$ cat src/hdl/tvg_pkg.sv
package tvg_pkg;

  // Core sizes.
  localparam int CORDIC_STEPS = 16;
  localparam int FRAC_BITS    = 8;
  localparam int COORD_W      = 24;
  localparam int COLOR_W      = 24;
  localparam int ANGLE_W      = 17;
  localparam int HEAD_W       = 16;
  localparam int HACC_W       = 18;
  localparam int REM_W        = 14;
  localparam int TRIG_W       = 32;
  localparam int PROD_W       = COORD_W + TRIG_W;
  localparam int SUM_W        = COORD_W + 3;
  localparam int STEP_W       = $clog2(CORDIC_STEPS);
  localparam int CFG_IDX_W    = 2;

  // Heading units are 1/128 degree.
  localparam int FULL_TURN    = 46080;
  localparam int QUARTER_TURN = 11520;
  localparam int RECT_WRAP    = FULL_TURN - QUARTER_TURN;

  localparam int COORD_MAX = 2 ** (COORD_W - 1) - 1;
  localparam int COORD_MIN = -(2 ** (COORD_W - 1));
  localparam logic signed [COORD_W-1:0] HOME_RESET = COORD_W'(200 << FRAC_BITS);

  // CORDIC gain 0.6072529 in Q2.30, and the rounding term for Q2.30 products.
  localparam logic signed [TRIG_W-1:0] CORDIC_GAIN = TRIG_W'(652032874);
  localparam logic signed [PROD_W-1:0] ROUND_HALF  = PROD_W'(1 << 29);
  localparam int TRIG_FRAC = 30;

  typedef enum logic [1:0] {
    MODE_FORWARD,
    MODE_LINE,
    MODE_RECT,
    MODE_TURN
  } mode_t;

  typedef enum logic [CFG_IDX_W-1:0] {
    CFG_PEN_UP,
    CFG_PEN_COLOR,
    CFG_HOME_X,
    CFG_HOME_Y
  } cfg_idx_t;

  // Request to the shared trig unit: quadrant and remainder of the heading.
  typedef struct packed {
    logic             start;
    logic [1:0]       quad;
    logic [REM_W-1:0] rem;
  } cordic_req_t;

  // Result: cosine and sine in Q2.30, valid from the done pulse on.
  typedef struct packed {
    logic                     done;
    logic signed [TRIG_W-1:0] cos_v;
    logic signed [TRIG_W-1:0] sin_v;
  } cordic_rsp_t;

  // atan(2^-i) in units of 2^-23 degree.
  function automatic logic signed [TRIG_W-1:0] atan_entry(input int idx);
    logic signed [TRIG_W-1:0] v;
    case (idx)
      0:  v = TRIG_W'(377487360);
      1:  v = TRIG_W'(222843801);
      2:  v = TRIG_W'(117744544);
      3:  v = TRIG_W'(59768969);
      4:  v = TRIG_W'(30000467);
      5:  v = TRIG_W'(15014858);
      6:  v = TRIG_W'(7509261);
      7:  v = TRIG_W'(3754860);
      8:  v = TRIG_W'(1877459);
      9:  v = TRIG_W'(938733);
      10: v = TRIG_W'(469367);
      11: v = TRIG_W'(234684);
      12: v = TRIG_W'(117342);
      13: v = TRIG_W'(58671);
      14: v = TRIG_W'(29335);
      15: v = TRIG_W'(14668);
      16: v = TRIG_W'(7334);
      17: v = TRIG_W'(3667);
      18: v = TRIG_W'(1833);
      19: v = TRIG_W'(917);
      20: v = TRIG_W'(458);
      21: v = TRIG_W'(229);
      22: v = TRIG_W'(115);
      23: v = TRIG_W'(57);
      default: v = '0;
    endcase
    return v;
  endfunction

  // Clamp a widened coordinate to the signed coordinate range.
  function automatic logic signed [COORD_W-1:0] sat_coord(input logic signed [SUM_W-1:0] v);
    logic signed [COORD_W-1:0] r;
    if (v > SUM_W'(COORD_MAX)) begin
      r = COORD_W'(COORD_MAX);
    end else if (v < SUM_W'(COORD_MIN)) begin
      r = COORD_W'(COORD_MIN);
    end else begin
      r = v[COORD_W-1:0];
    end
    return r;
  endfunction

endpackage

$ cat src/hdl/tvg_cordic.sv
module tvg_cordic (
  input  logic                clk,
  input  logic                rst_n,
  input  tvg_pkg::cordic_req_t req,
  output tvg_pkg::cordic_rsp_t rsp
);
  import tvg_pkg::*;

  typedef enum logic [1:0] {C_IDLE, C_RUN, C_ROT} cstate_t;

  cstate_t                  state_r;
  logic [STEP_W-1:0]        step_r;
  logic [1:0]               quad_r;
  logic signed [TRIG_W-1:0] x_r;
  logic signed [TRIG_W-1:0] y_r;
  logic signed [TRIG_W-1:0] z_r;
  logic signed [TRIG_W-1:0] cos_r;
  logic signed [TRIG_W-1:0] sin_r;
  logic                     done_r;

  logic signed [TRIG_W-1:0] xs;
  logic signed [TRIG_W-1:0] ys;
  logic signed [TRIG_W-1:0] angle;

  // One rotation step: arithmetic shifts by the step index and the table angle.
  assign xs    = x_r >>> step_r;
  assign ys    = y_r >>> step_r;
  assign angle = atan_entry(int'(step_r));

  // Sequencer for the iterations and the final quadrant rotation.
  always_ff @(posedge clk) begin
    if (!rst_n) begin
      state_r <= C_IDLE;
      done_r  <= 1'b0;
    end else begin
      unique case (state_r)
        C_IDLE: begin
          done_r <= 1'b0;
          if (req.start) begin
            x_r     <= CORDIC_GAIN;
            y_r     <= '0;
            z_r     <= TRIG_W'({req.rem, 16'b0});
            step_r  <= '0;
            quad_r  <= req.quad;
            state_r <= C_RUN;
          end
        end
        C_RUN: begin
          if (!z_r[TRIG_W-1]) begin
            x_r <= x_r - ys;
            y_r <= y_r + xs;
            z_r <= z_r - angle;
          end else begin
            x_r <= x_r + ys;
            y_r <= y_r - xs;
            z_r <= z_r + angle;
          end
          step_r <= step_r + 1'b1;
          if (step_r == STEP_W'(CORDIC_STEPS - 1)) begin
            state_r <= C_ROT;
          end
        end
        C_ROT: begin
          // Rotate the first-quadrant result by whole quarter turns.
          case (quad_r)
            2'd0: begin
              cos_r <= x_r;
              sin_r <= y_r;
            end
            2'd1: begin
              cos_r <= -y_r;
              sin_r <= x_r;
            end
            2'd2: begin
              cos_r <= -x_r;
              sin_r <= -y_r;
            end
            default: begin
              cos_r <= y_r;
              sin_r <= -x_r;
            end
          endcase
          done_r  <= 1'b1;
          state_r <= C_IDLE;
        end
        default: begin
          state_r <= C_IDLE;
        end
      endcase
    end
  end

  assign rsp.done  = done_r;
  assign rsp.cos_v = cos_r;
  assign rsp.sin_v = sin_r;

endmodule

$ cat config.mk
export PLATFORM = sky130hd
export DESIGN_NAME = tvg_cordic
export DESIGN_NICKNAME = d
export VERILOG_FILES = /design/src/hdl/tvg_pkg.sv /design/src/hdl/tvg_cordic.sv
export SDC_FILE = /design/constraint.sdc
export NUM_CORES = 1
export LEC_CHECK = 0
export BUFFER_PORTS_ARGS = -buffer_cell sky130_fd_sc_hd__buf_4
export CORE_MARGIN = 2
export CORE_UTILIZATION = 55
export DETAILED_ROUTE_END_ITERATION = 10
export PLACE_DENSITY = 0.76
export SLEW_MARGIN = 40
export SYNTH_ARGS = -nofsm -noshare
export SYNTH_HDL_FRONTEND = slang
export SYNTH_SLANG_ARGS = --single-unit
$ cat constraint.sdc
create_clock -name clk -period 6.1 [get_ports clk]
set_input_delay 1.22 -clock clk [delete_from_list [all_inputs] [get_ports clk]]
set_output_delay 1.22 -clock clk [all_outputs]
set_load 0.1 [all_outputs]
==> results of run 1 <==
==> worst max path at each step <==
stage / startpoint / endpoint / cells past startpoint
2_1_floorplan: step_r[3] / x_r[31] / 24
3_3_place_gp: step_r[0] / x_r[31] / 20
3_5_place_dp: step_r[1] / y_r[28] / 18
4_1_cts: step_r[1] / y_r[28] / 21
5_1_grt: step_r[1] / x_r[31] / 21
6_report: step_r[1] / x_r[30] / 21
==> power by group through the flow <==
stage	combinational (mW)	sequential [mW]	clock (mW)
6_report	4.23	1.97	1.20
3_5_place_dp	4.11	1.98	0
5_1_grt	4.68	1.98	1.26
2_1_floorplan	3.30	1.85	0
4_1_cts	4.15	1.95	1.21
3_3_place_gp	4.02	1.97	0
==> worst register-to-register path, stage by stage, from the launching register on <==
cell,delay [ns]
sky130_fd_sc_hd__edfxtp_1,0.40
sky130_fd_sc_hd__buf_12,0.22
sky130_fd_sc_hd__buf_4,0.27
sky130_fd_sc_hd__mux2i_2,0.29
sky130_fd_sc_hd__mux2i_1,0.16
sky130_fd_sc_hd__mux4_2,0.50
sky130_fd_sc_hd__or4b_4,0.61
sky130_fd_sc_hd__a211oi_4,0.28
sky130_fd_sc_hd__and3b_1,0.29
sky130_fd_sc_hd__nor2_1,0.07
sky130_fd_sc_hd__xnor2_1,0.14
sky130_fd_sc_hd__ha_1,0.33
sky130_fd_sc_hd__a21o_1,0.18
sky130_fd_sc_hd__a21o_1,0.17
sky130_fd_sc_hd__a21oi_1,0.13
sky130_fd_sc_hd__o21ai_0,0.08
sky130_fd_sc_hd__a21oi_1,0.26
sky130_fd_sc_hd__o21ai_0,0.30
sky130_fd_sc_hd__a211o_1,0.34
sky130_fd_sc_hd__a21oi_1,0.20
sky130_fd_sc_hd__xor2_1,0.22
sky130_fd_sc_hd__nor2_1,0.06
==> cell families after synthesis <==
family                   count (synthesis)  synth area share
AO/OA/AOI/OAI                          566             0.179
XOR/XNOR                               213            0.0942
adder cells (fa/ha/maj)                119            0.0763
buffers and inverters                  215            0.0453
flip-flops                             198             0.284
multiplexers                           191             0.150
AND/OR/NAND/NOR                        702             0.171
==> flip-flops by register name, indices dropped and copies added (netlist names) <==
| name | count |
|---|---|
| z_r | 32 |
| x_r | 32 |
| y_r | 32 |
| sin_r | 32 |
| done_r | 1 |
| state_r | 2 |
| angle | 29 |
| quad_r | 2 |
| cos_r | 32 |
| step_r | 4 |
==> area by class of cell <==
class / instances / share of cell area
clock buffer: 18 / 0.0208
inverter: 60 / 0.0105
timing repair buffer: 164 / 0.0593
sequential: 198 / 0.260
multi-input combinational: 1791 / 0.616
tap: 461 / 0.0266
clock inverter: 14 / 0.00687
==> layer usage <==
| metal | up-vias | routed length [microns] |
|---|---|---|
| met1 | 8335 | 23300 |
| met2 | 851 | 25300 |
| li1 | 8209 | - |
| met3 | 107 | 5020 |
| met5 | - | 0 |
| met4 | 0 | 1490 |
==> layout by cell type, fill, tap and decap left out, types with 7 or more instances in the layout <==
master / netlist / routed
sky130_fd_sc_hd__a211oi_1: 20 / 20
sky130_fd_sc_hd__a21o_1: 51 / 51
sky130_fd_sc_hd__a21oi_1: 190 / 190
sky130_fd_sc_hd__a221oi_1: 7 / 7
sky130_fd_sc_hd__a22oi_1: 7 / 7
sky130_fd_sc_hd__a311oi_1: 8 / 8
sky130_fd_sc_hd__a31oi_1: 35 / 35
sky130_fd_sc_hd__and2_1: 19 / 19
sky130_fd_sc_hd__and3_1: 19 / 19
sky130_fd_sc_hd__buf_4: 10 / 155
sky130_fd_sc_hd__clkbuf_16: 0 / 18
sky130_fd_sc_hd__dfxtp_1: 32 / 32
sky130_fd_sc_hd__edfxtp_1: 166 / 166
sky130_fd_sc_hd__ha_1: 116 / 116
sky130_fd_sc_hd__inv_1: 56 / 55
sky130_fd_sc_hd__mux2_2: 35 / 35
sky130_fd_sc_hd__mux2i_1: 76 / 74
sky130_fd_sc_hd__mux4_2: 74 / 74
sky130_fd_sc_hd__nand2_1: 191 / 190
sky130_fd_sc_hd__nand2b_1: 21 / 21
sky130_fd_sc_hd__nand3_1: 28 / 28
sky130_fd_sc_hd__nand4_1: 10 / 10
sky130_fd_sc_hd__nor2_1: 242 / 241
sky130_fd_sc_hd__nor2b_1: 18 / 17
sky130_fd_sc_hd__nor3_1: 50 / 50
sky130_fd_sc_hd__nor3b_1: 11 / 10
sky130_fd_sc_hd__nor4_1: 14 / 14
sky130_fd_sc_hd__o21a_1: 29 / 29
sky130_fd_sc_hd__o21ai_0: 124 / 124
sky130_fd_sc_hd__o21bai_1: 9 / 9
sky130_fd_sc_hd__o22ai_1: 7 / 7
sky130_fd_sc_hd__o31a_1: 7 / 7
sky130_fd_sc_hd__or2_2: 10 / 10
sky130_fd_sc_hd__or3_1: 24 / 24
sky130_fd_sc_hd__or4_1: 10 / 10
sky130_fd_sc_hd__xnor2_1: 112 / 112
sky130_fd_sc_hd__xor2_1: 101 / 101
==> what timing repair did <==
item / in CTS / in global routing
buffers inserted: 0 / 2
resized for setup: 0 / 8
setup endpoints to repair: 0 / 6
==> results.sh, run 1 <==
export IMPL_first_global_vias=16729
export IMPL_fin_crit_sh=0.948
export IMPL_hold_path_end="done_r"
export IMPL_power_frac_clock=0.162
export IMPL_floorplan_io_pins=84
export IMPL_synthCells=2204
export IMPL_yosysTopAreaCellShare=0.252
export IMPL_hold_start="done_r"
export IMPL_drv_slew=0
export IMPL_cts_tree="yes"
export IMPL_outcome="completed"
export IMPL_synth_nets=2342
export IMPL_worst_path_largest_cell_delay_ns=0.61
export IMPL_multi_input_comb_area_sq_um=13300
export IMPL_combinational_share_of_power=0.572
export IMPL_async_flop_share=0
export IMPL_design_final_nets=2370
export IMPL_total_power_mw=7.39
export IMPL_synth_seq_cells=198
export IMPL_static_leakage_power_nw=8.50
export IMPL_cellInternalPower_mw=4.14
export IMPL_synth_area_leaders="sky130_fd_sc_hd__edfxtp_1, sky130_fd_sc_hd__mux4_2, sky130_fd_sc_hd__ha_1"
export IMPL_ant_nets=0
export IMPL_synth_edf_count=166
export IMPL_vdd_ir_drop_max_v=0.000233
export IMPL_cts_buffers_inserted=17
export IMPL_fillers=2956
export IMPL_rr_endpoint="x_r[30]"
export IMPL_ys_top_cells_by_count="sky130_fd_sc_hd__nor2_1, sky130_fd_sc_hd__nand2_1, sky130_fd_sc_hd__a21oi_1, sky130_fd_sc_hd__edfxtp_1, sky130_fd_sc_hd__o21ai_0"
export IMPL_die_width_microns=194
export IMPL_cp_start_kind="flip-flop"
export IMPL_num_vias=17502
export IMPL_core_rowCount=69
export IMPL_final_area_sq_um=21700
export IMPL_whs_path_depth=2
export IMPL_average_via_count_per_standard_cell=6.47
export IMPL_r2r_cells=21
export IMPL_max_cap_viol_count=0
export IMPL_critPathSlowestCell="sky130_fd_sc_hd__or4b_4"
export IMPL_yosys_cell_count_top_type="sky130_fd_sc_hd__nor2_1"
export IMPL_global_route_peak_usage_layer="met2"
export IMPL_grt_usage=0.293
export IMPL_drt_first_iter_violations=2110
export IMPL_critical_path_required_ns=6.30
export IMPL_chipHeight_microns=194
export IMPL_fin_worst_hold_slack_ns=0.575
export IMPL_setup_reg_to_reg_worst_slack_ns=0.32
export IMPL_critical_path_n_buffers_inverters=2
export IMPL_cts_path_max_buffers=2
export IMPL_first_pass_iters=6
export IMPL_maxSlewHeadroom=0.478
export IMPL_num_antenna_cells=0
export IMPL_antenna_violations_before_repair=1
export IMPL_clockRootBuffer="sky130_fd_sc_hd__clkbuf_16"
export IMPL_timing_setup_tns_ns=0
export IMPL_weighted_congestion_at_the_end_of_routability_driven_global_placement=0.954
export IMPL_timing_hold_violations_final=0
export IMPL_timing_critical_path_cells="buf_12 -> buf_4 -> mux2i_2 -> mux2i_1 -> mux4_2 -> or4b_4 -> a211oi_4 -> and3b_1 -> nor2_1 -> xnor2_1 -> ha_1 -> a21o_1 -> a21o_1 -> a21oi_1 -> o21ai_0 -> a21oi_1 -> o21ai_0 -> a211o_1 -> a21oi_1 -> xor2_1 -> nor2_1"
export IMPL_power_switching_mw=3.26
export IMPL_finalSetupViolations=0
export IMPL_wirelength_microns=55100
export IMPL_initial_utilization=0.558
export IMPL_syn_area_sq_um=19800
export IMPL_crit_fanout=29
export IMPL_max_clock_freq_ghz=0.173
export IMPL_grtUsageMet3=0.0555
export IMPL_buffer_ports_inserted=83
export IMPL_end_kind="flip-flop"
export IMPL_synth_flop_cell="sky130_fd_sc_hd__edfxtp_1"
export IMPL_syn_avg_cell_area_sq_um=8.99
export IMPL_largest_area_contributor_in_the_synthesized_netlist="sky130_fd_sc_hd__edfxtp_1"
export IMPL_final_cell_count_no_fill=2706
export IMPL_hpwl_microns=40900
export IMPL_die_area_sq_um=37600
export IMPL_pin_count_of_the_biggest_net_entering_global_routing=93
export IMPL_layout_area_seq_sq_um=5630
export IMPL_worstSkewPairLatency_ns=0.48
export IMPL_dpl_instance_area_sq_um=21000
export IMPL_areaGrowthSynthToFinish_pct=9.31
export IMPL_timing_worst_slew_pin_value_ns=0.783
export IMPL_met2_usage=0.471
export IMPL_drive_above_1_share=0.157
export IMPL_criticalPathCategory="flip-flop to flip-flop"
export IMPL_post_synth_num_cell_types=88
export IMPL_post_drt_wl_per_cell_microns=20.4
export IMPL_timing_critical_path_max_delay_family="compound AO/OA/AOI/OAI gates"
export IMPL_power_switching_fraction=0.441
export IMPL_worstHoldPathType="flip-flop to flip-flop"
export IMPL_powerDensity_nw_per_um2=341
export IMPL_final_critical_path_setup_slack_ns=0.317
export IMPL_crit_path_frequent_cell="sky130_fd_sc_hd__a21oi_1"
export IMPL_skew_ns=0.0172
export IMPL_postLayoutCoreUtil=0.610
export IMPL_numPlacedInstances=2671
export IMPL_seq_area_frac_synth=0.284
export IMPL_critical_path_arrival_ns=5.98
export IMPL_min_period_ns=5.78
export IMPL_detail_route_drc_violations=0
export IMPL_pre_cts_slack_ns=0.244
export IMPL_cts_num_sinks=198
export IMPL_synth_warnings=0
export IMPL_cts_htree_levels=4
export IMPL_hold_buffers=0
export IMPL_grt_remaining_overflow=0
export IMPL_worst_r2r_startpoint="step_r[1]"
export IMPL_clkTransAtPathRegs_ns=0.09
export IMPL_power_share_sequential=0.266
export IMPL_grtUsageMet1=0.401
export IMPL_floorplan_core_area_sq_um=35500
export IMPL_grt_first_pass_wirelength_microns=88800
Note: power is estimated with default switching activity, not from simulation.
==> run 2, diff against run 1 <==
Settings changed: ABC_AREA from default to 1, SETUP_SLACK_MARGIN from default to 0.15.
==> run 2 against run 1 <==
  * Clock power about the same
  * Non-clock buffer count shrank 56
  * Critical path type unchanged
  * Highest routed layer unchanged
  * Largest power group unchanged
  * First-iteration DRC count is 13% lower
==> results.sh, run 2 <==
export IMPL_combinational_share_of_power=0.495
export IMPL_critical_path_required_ns=6.33
export IMPL_first_pass_iters=6
export IMPL_postLayoutCoreUtil=0.596
export IMPL_die_area_sq_um=38300
export IMPL_pin_count_of_the_biggest_net_entering_global_routing=68
export IMPL_buffer_ports_inserted=83
export IMPL_grt_first_pass_wirelength_microns=111000
export IMPL_cts_path_max_buffers=2
export IMPL_outcome="completed"
export IMPL_ant_nets=0
export IMPL_ys_top_cells_by_count="sky130_fd_sc_hd__nand2_1, sky130_fd_sc_hd__nand3_1, sky130_fd_sc_hd__inv_1, sky130_fd_sc_hd__nor2_1, sky130_fd_sc_hd__a21oi_1"
export IMPL_crit_fanout=47
export IMPL_setup_reg_to_reg_worst_slack_ns=0.73
export IMPL_max_cap_viol_count=0
export IMPL_timing_worst_slew_pin_value_ns=0.930
export IMPL_post_synth_num_cell_types=52
export IMPL_cts_htree_levels=4
export IMPL_post_drt_wl_per_cell_microns=20.0
export IMPL_num_vias=21927
export IMPL_final_cell_mix="sky130_fd_sc_hd__nand2_1, sky130_fd_sc_hd__nand3_1, sky130_fd_sc_hd__inv_1, sky130_fd_sc_hd__nor2_1, sky130_fd_sc_hd__a21oi_1"
export IMPL_synth_edf_count=166
export IMPL_detail_route_drc_violations=0
export IMPL_yosys_cell_count_top_type="sky130_fd_sc_hd__nand2_1"
export IMPL_chipHeight_microns=196
export IMPL_power_frac_clock=0.198
export IMPL_synth_nets=3234
export IMPL_powerDensity_nw_per_um2=274
export IMPL_largest_area_contributor_in_the_synthesized_netlist="sky130_fd_sc_hd__edfxtp_1"
export IMPL_cts_tree="yes"
export IMPL_grt_remaining_overflow=0
export IMPL_maxSlewHeadroom=0.373
export IMPL_layout_area_seq_sq_um=5630
export IMPL_wirelength_microns=71600
export IMPL_end_kind="flip-flop"
export IMPL_final_area_sq_um=21700
export IMPL_synth_warnings=0
export IMPL_final_common_cell="sky130_fd_sc_hd__nand2_1"
export IMPL_seq_area_frac_synth=0.278
export IMPL_hpwl_microns=54600
export IMPL_power_share_sequential=0.307
export IMPL_initial_utilization=0.555
export IMPL_cts_repair_resized=0
export IMPL_fin_crit_sh=0.880
export IMPL_finalSetupViolations=0
export IMPL_power_switching_fraction=0.472
export IMPL_timing_setup_tns_ns=0
export IMPL_max_clock_freq_ghz=0.186
export IMPL_highest_signal_layer="met4"
export IMPL_floorplan_io_pins=84
export IMPL_post_cts_setup_repair_buffer_count=0
export IMPL_core_rowCount=70
export IMPL_floorplan_core_area_sq_um=36400
export IMPL_static_leakage_power_nw=9.83
export IMPL_routed_wl_met2_microns=35000
export IMPL_vdd_ir_drop_max_v=0.000238
export IMPL_rr_endpoint="x_r[23]"
export IMPL_drv_slew=0
export IMPL_crit_start="step_r[0]"
export IMPL_fillers=3517
export IMPL_skew_ns=0.0217
export IMPL_clockRootBuffer="sky130_fd_sc_hd__clkbuf_16"
export IMPL_criticalPathCategory="flip-flop to flip-flop"
export IMPL_num_antenna_cells=0
export IMPL_cp_start_kind="flip-flop"
export IMPL_grt_usage=0.373
export IMPL_cellInternalPower_mw=3.14
export IMPL_synth_seq_cells=198
export IMPL_grt_setup_unrepaired="false"
export IMPL_average_via_count_per_standard_cell=6.12
export IMPL_synthCells=3096
export IMPL_first_global_vias=21160
export IMPL_cts_num_sinks=198
export IMPL_drive_above_1_share=0.0651
export IMPL_power_switching_mw=2.81
export IMPL_clkTransAtPathRegs_ns=0.09
export IMPL_dpl_instance_area_sq_um=21100
export IMPL_synth_area_leaders="sky130_fd_sc_hd__edfxtp_1, sky130_fd_sc_hd__nand2_1, sky130_fd_sc_hd__nand3_1"
export IMPL_die_width_microns=196
export IMPL_worstSetupEndpoint="x_r[23]"
export IMPL_worstSkewPairLatency_ns=0.51
export IMPL_areaGrowthSynthToFinish_pct=7.47
export IMPL_hold_buffers=0
export IMPL_wirelength_met1_microns=26900
export IMPL_syn_area_sq_um=20200
export IMPL_min_period_ns=5.37
export IMPL_yosysTopAreaCellShare=0.247
export IMPL_antenna_violations_before_repair=0
export IMPL_design_final_nets=3241
export IMPL_drt_first_iter_violations=1842
export IMPL_worst_r2r_startpoint="step_r[0]"
export IMPL_syn_avg_cell_area_sq_um=6.53
export IMPL_dr_wl_met3_microns=5540
export IMPL_critical_path_arrival_ns=5.60
export IMPL_async_flop_share=0
export IMPL_multi_input_comb_area_sq_um=12900
export IMPL_fin_worst_hold_slack_ns=0.558
export IMPL_synth_flop_cell="sky130_fd_sc_hd__edfxtp_1"
export IMPL_worstHoldPathType="flip-flop to flip-flop"
export IMPL_timing_hold_violations_final=0
export IMPL_cts_buffers_inserted=17
export IMPL_r2r_cells=25
export IMPL_weighted_congestion_at_the_end_of_routability_driven_global_placement=1.08
==> run 2: changes by cell type after synthesis, sizes merged, moves of 32 or more <==
cell   change
nand2    +643
nand3    +387
inv      +262
xnor2     -87
mux4      -80
mux2i     -76
o21ai     +72
nor2      +56
a21o      -41
mux2      -35
nand4     +32
==> run 2: layer usage <==
metal,up-vias,track usage
met5,-,0
met4,0,0.224
met3,239,0.0621
met2,1002,0.668
met1,10151,0.415
li1,10535,-
==> run 2: kinds of logic after synthesis <==
group | count (synthesis) | share of synthesized area
compound gates | 556 | 0.160
xor+xnor | 113 | 0.0490
fa+ha+maj | 119 | 0.0748
buf+inv | 442 | 0.0854
flops | 198 | 0.278
simple gates | 1668 | 0.352
==> run 2: worst max-delay path, stage by stage, from the launching register on <==
cell and delay (ns):
sky130_fd_sc_hd__edfxtp_1 0.41, sky130_fd_sc_hd__inv_2 0.59, sky130_fd_sc_hd__buf_4 0.34, sky130_fd_sc_hd__nand2_1 0.09, sky130_fd_sc_hd__nand3_1 0.13, sky130_fd_sc_hd__nand3_1 0.12, sky130_fd_sc_hd__nand3_1 0.11, sky130_fd_sc_hd__nand2_1 0.10
sky130_fd_sc_hd__ha_1 0.21, sky130_fd_sc_hd__nand2_1 0.09, sky130_fd_sc_hd__nor2_1 0.06, sky130_fd_sc_hd__nand2_1 0.16, sky130_fd_sc_hd__nor2_2 0.08, sky130_fd_sc_hd__a21oi_1 0.23, sky130_fd_sc_hd__xor2_1 0.19, sky130_fd_sc_hd__inv_1 0.09
sky130_fd_sc_hd__ha_1 0.30, sky130_fd_sc_hd__nand2_1 0.08, sky130_fd_sc_hd__nor2_1 0.35, sky130_fd_sc_hd__nand2_1 0.10, sky130_fd_sc_hd__o21ai_0 0.75, sky130_fd_sc_hd__nand2_1 0.11, sky130_fd_sc_hd__nand2_1 0.14, sky130_fd_sc_hd__nand2_1 0.09
sky130_fd_sc_hd__nand3_1 0.07, sky130_fd_sc_hd__nand3_1 0.07
==> run 2: cell type report <==
| cell class | count | area share |
|---|---|---|
| multi-input combinational | 2456 | 0.593 |
| sequential | 198 | 0.259 |
| inverter | 322 | 0.0559 |
| timing repair buffer | 108 | 0.0375 |
| tap | 468 | 0.0270 |
| clock buffer | 19 | 0.0214 |
| clock inverter | 13 | 0.00570 |
==> run 2: how the worst min path moves through the flow <==
stage                 from      to  cells past startpoint
finish              done_r  done_r                      1
global route        done_r  done_r                      1
CTS                 done_r  done_r                      1
detailed placement  done_r  done_r                      1
global placement    done_r  done_r                      1
floorplan           done_r  done_r                      1
==> run 2: power groups by stage <==
stage | Clock (mW) | Sequential (mW) | Combinational [mW]
3_3_place_gp | 0 | 1.84 | 2.80
4_1_cts | 1.20 | 1.81 | 2.87
5_1_grt | 1.24 | 1.83 | 3.27
3_5_place_dp | 0 | 1.84 | 2.86
2_1_floorplan | 0 | 1.73 | 2.16
6_report | 1.18 | 1.82 | 2.94
==> run 2: stage by stage <==
stage          power (mW)  setup WS [ns]  std cells
3_3_place_gp         4.64          0.935       3552
4_1_cts              5.88          0.909       3584
5_1_grt              6.34          0.505       3584
2_1_floorplan        3.89          0.149       3096
3_5_place_dp         4.70          0.929       3552
6_report             5.95          0.732       3584
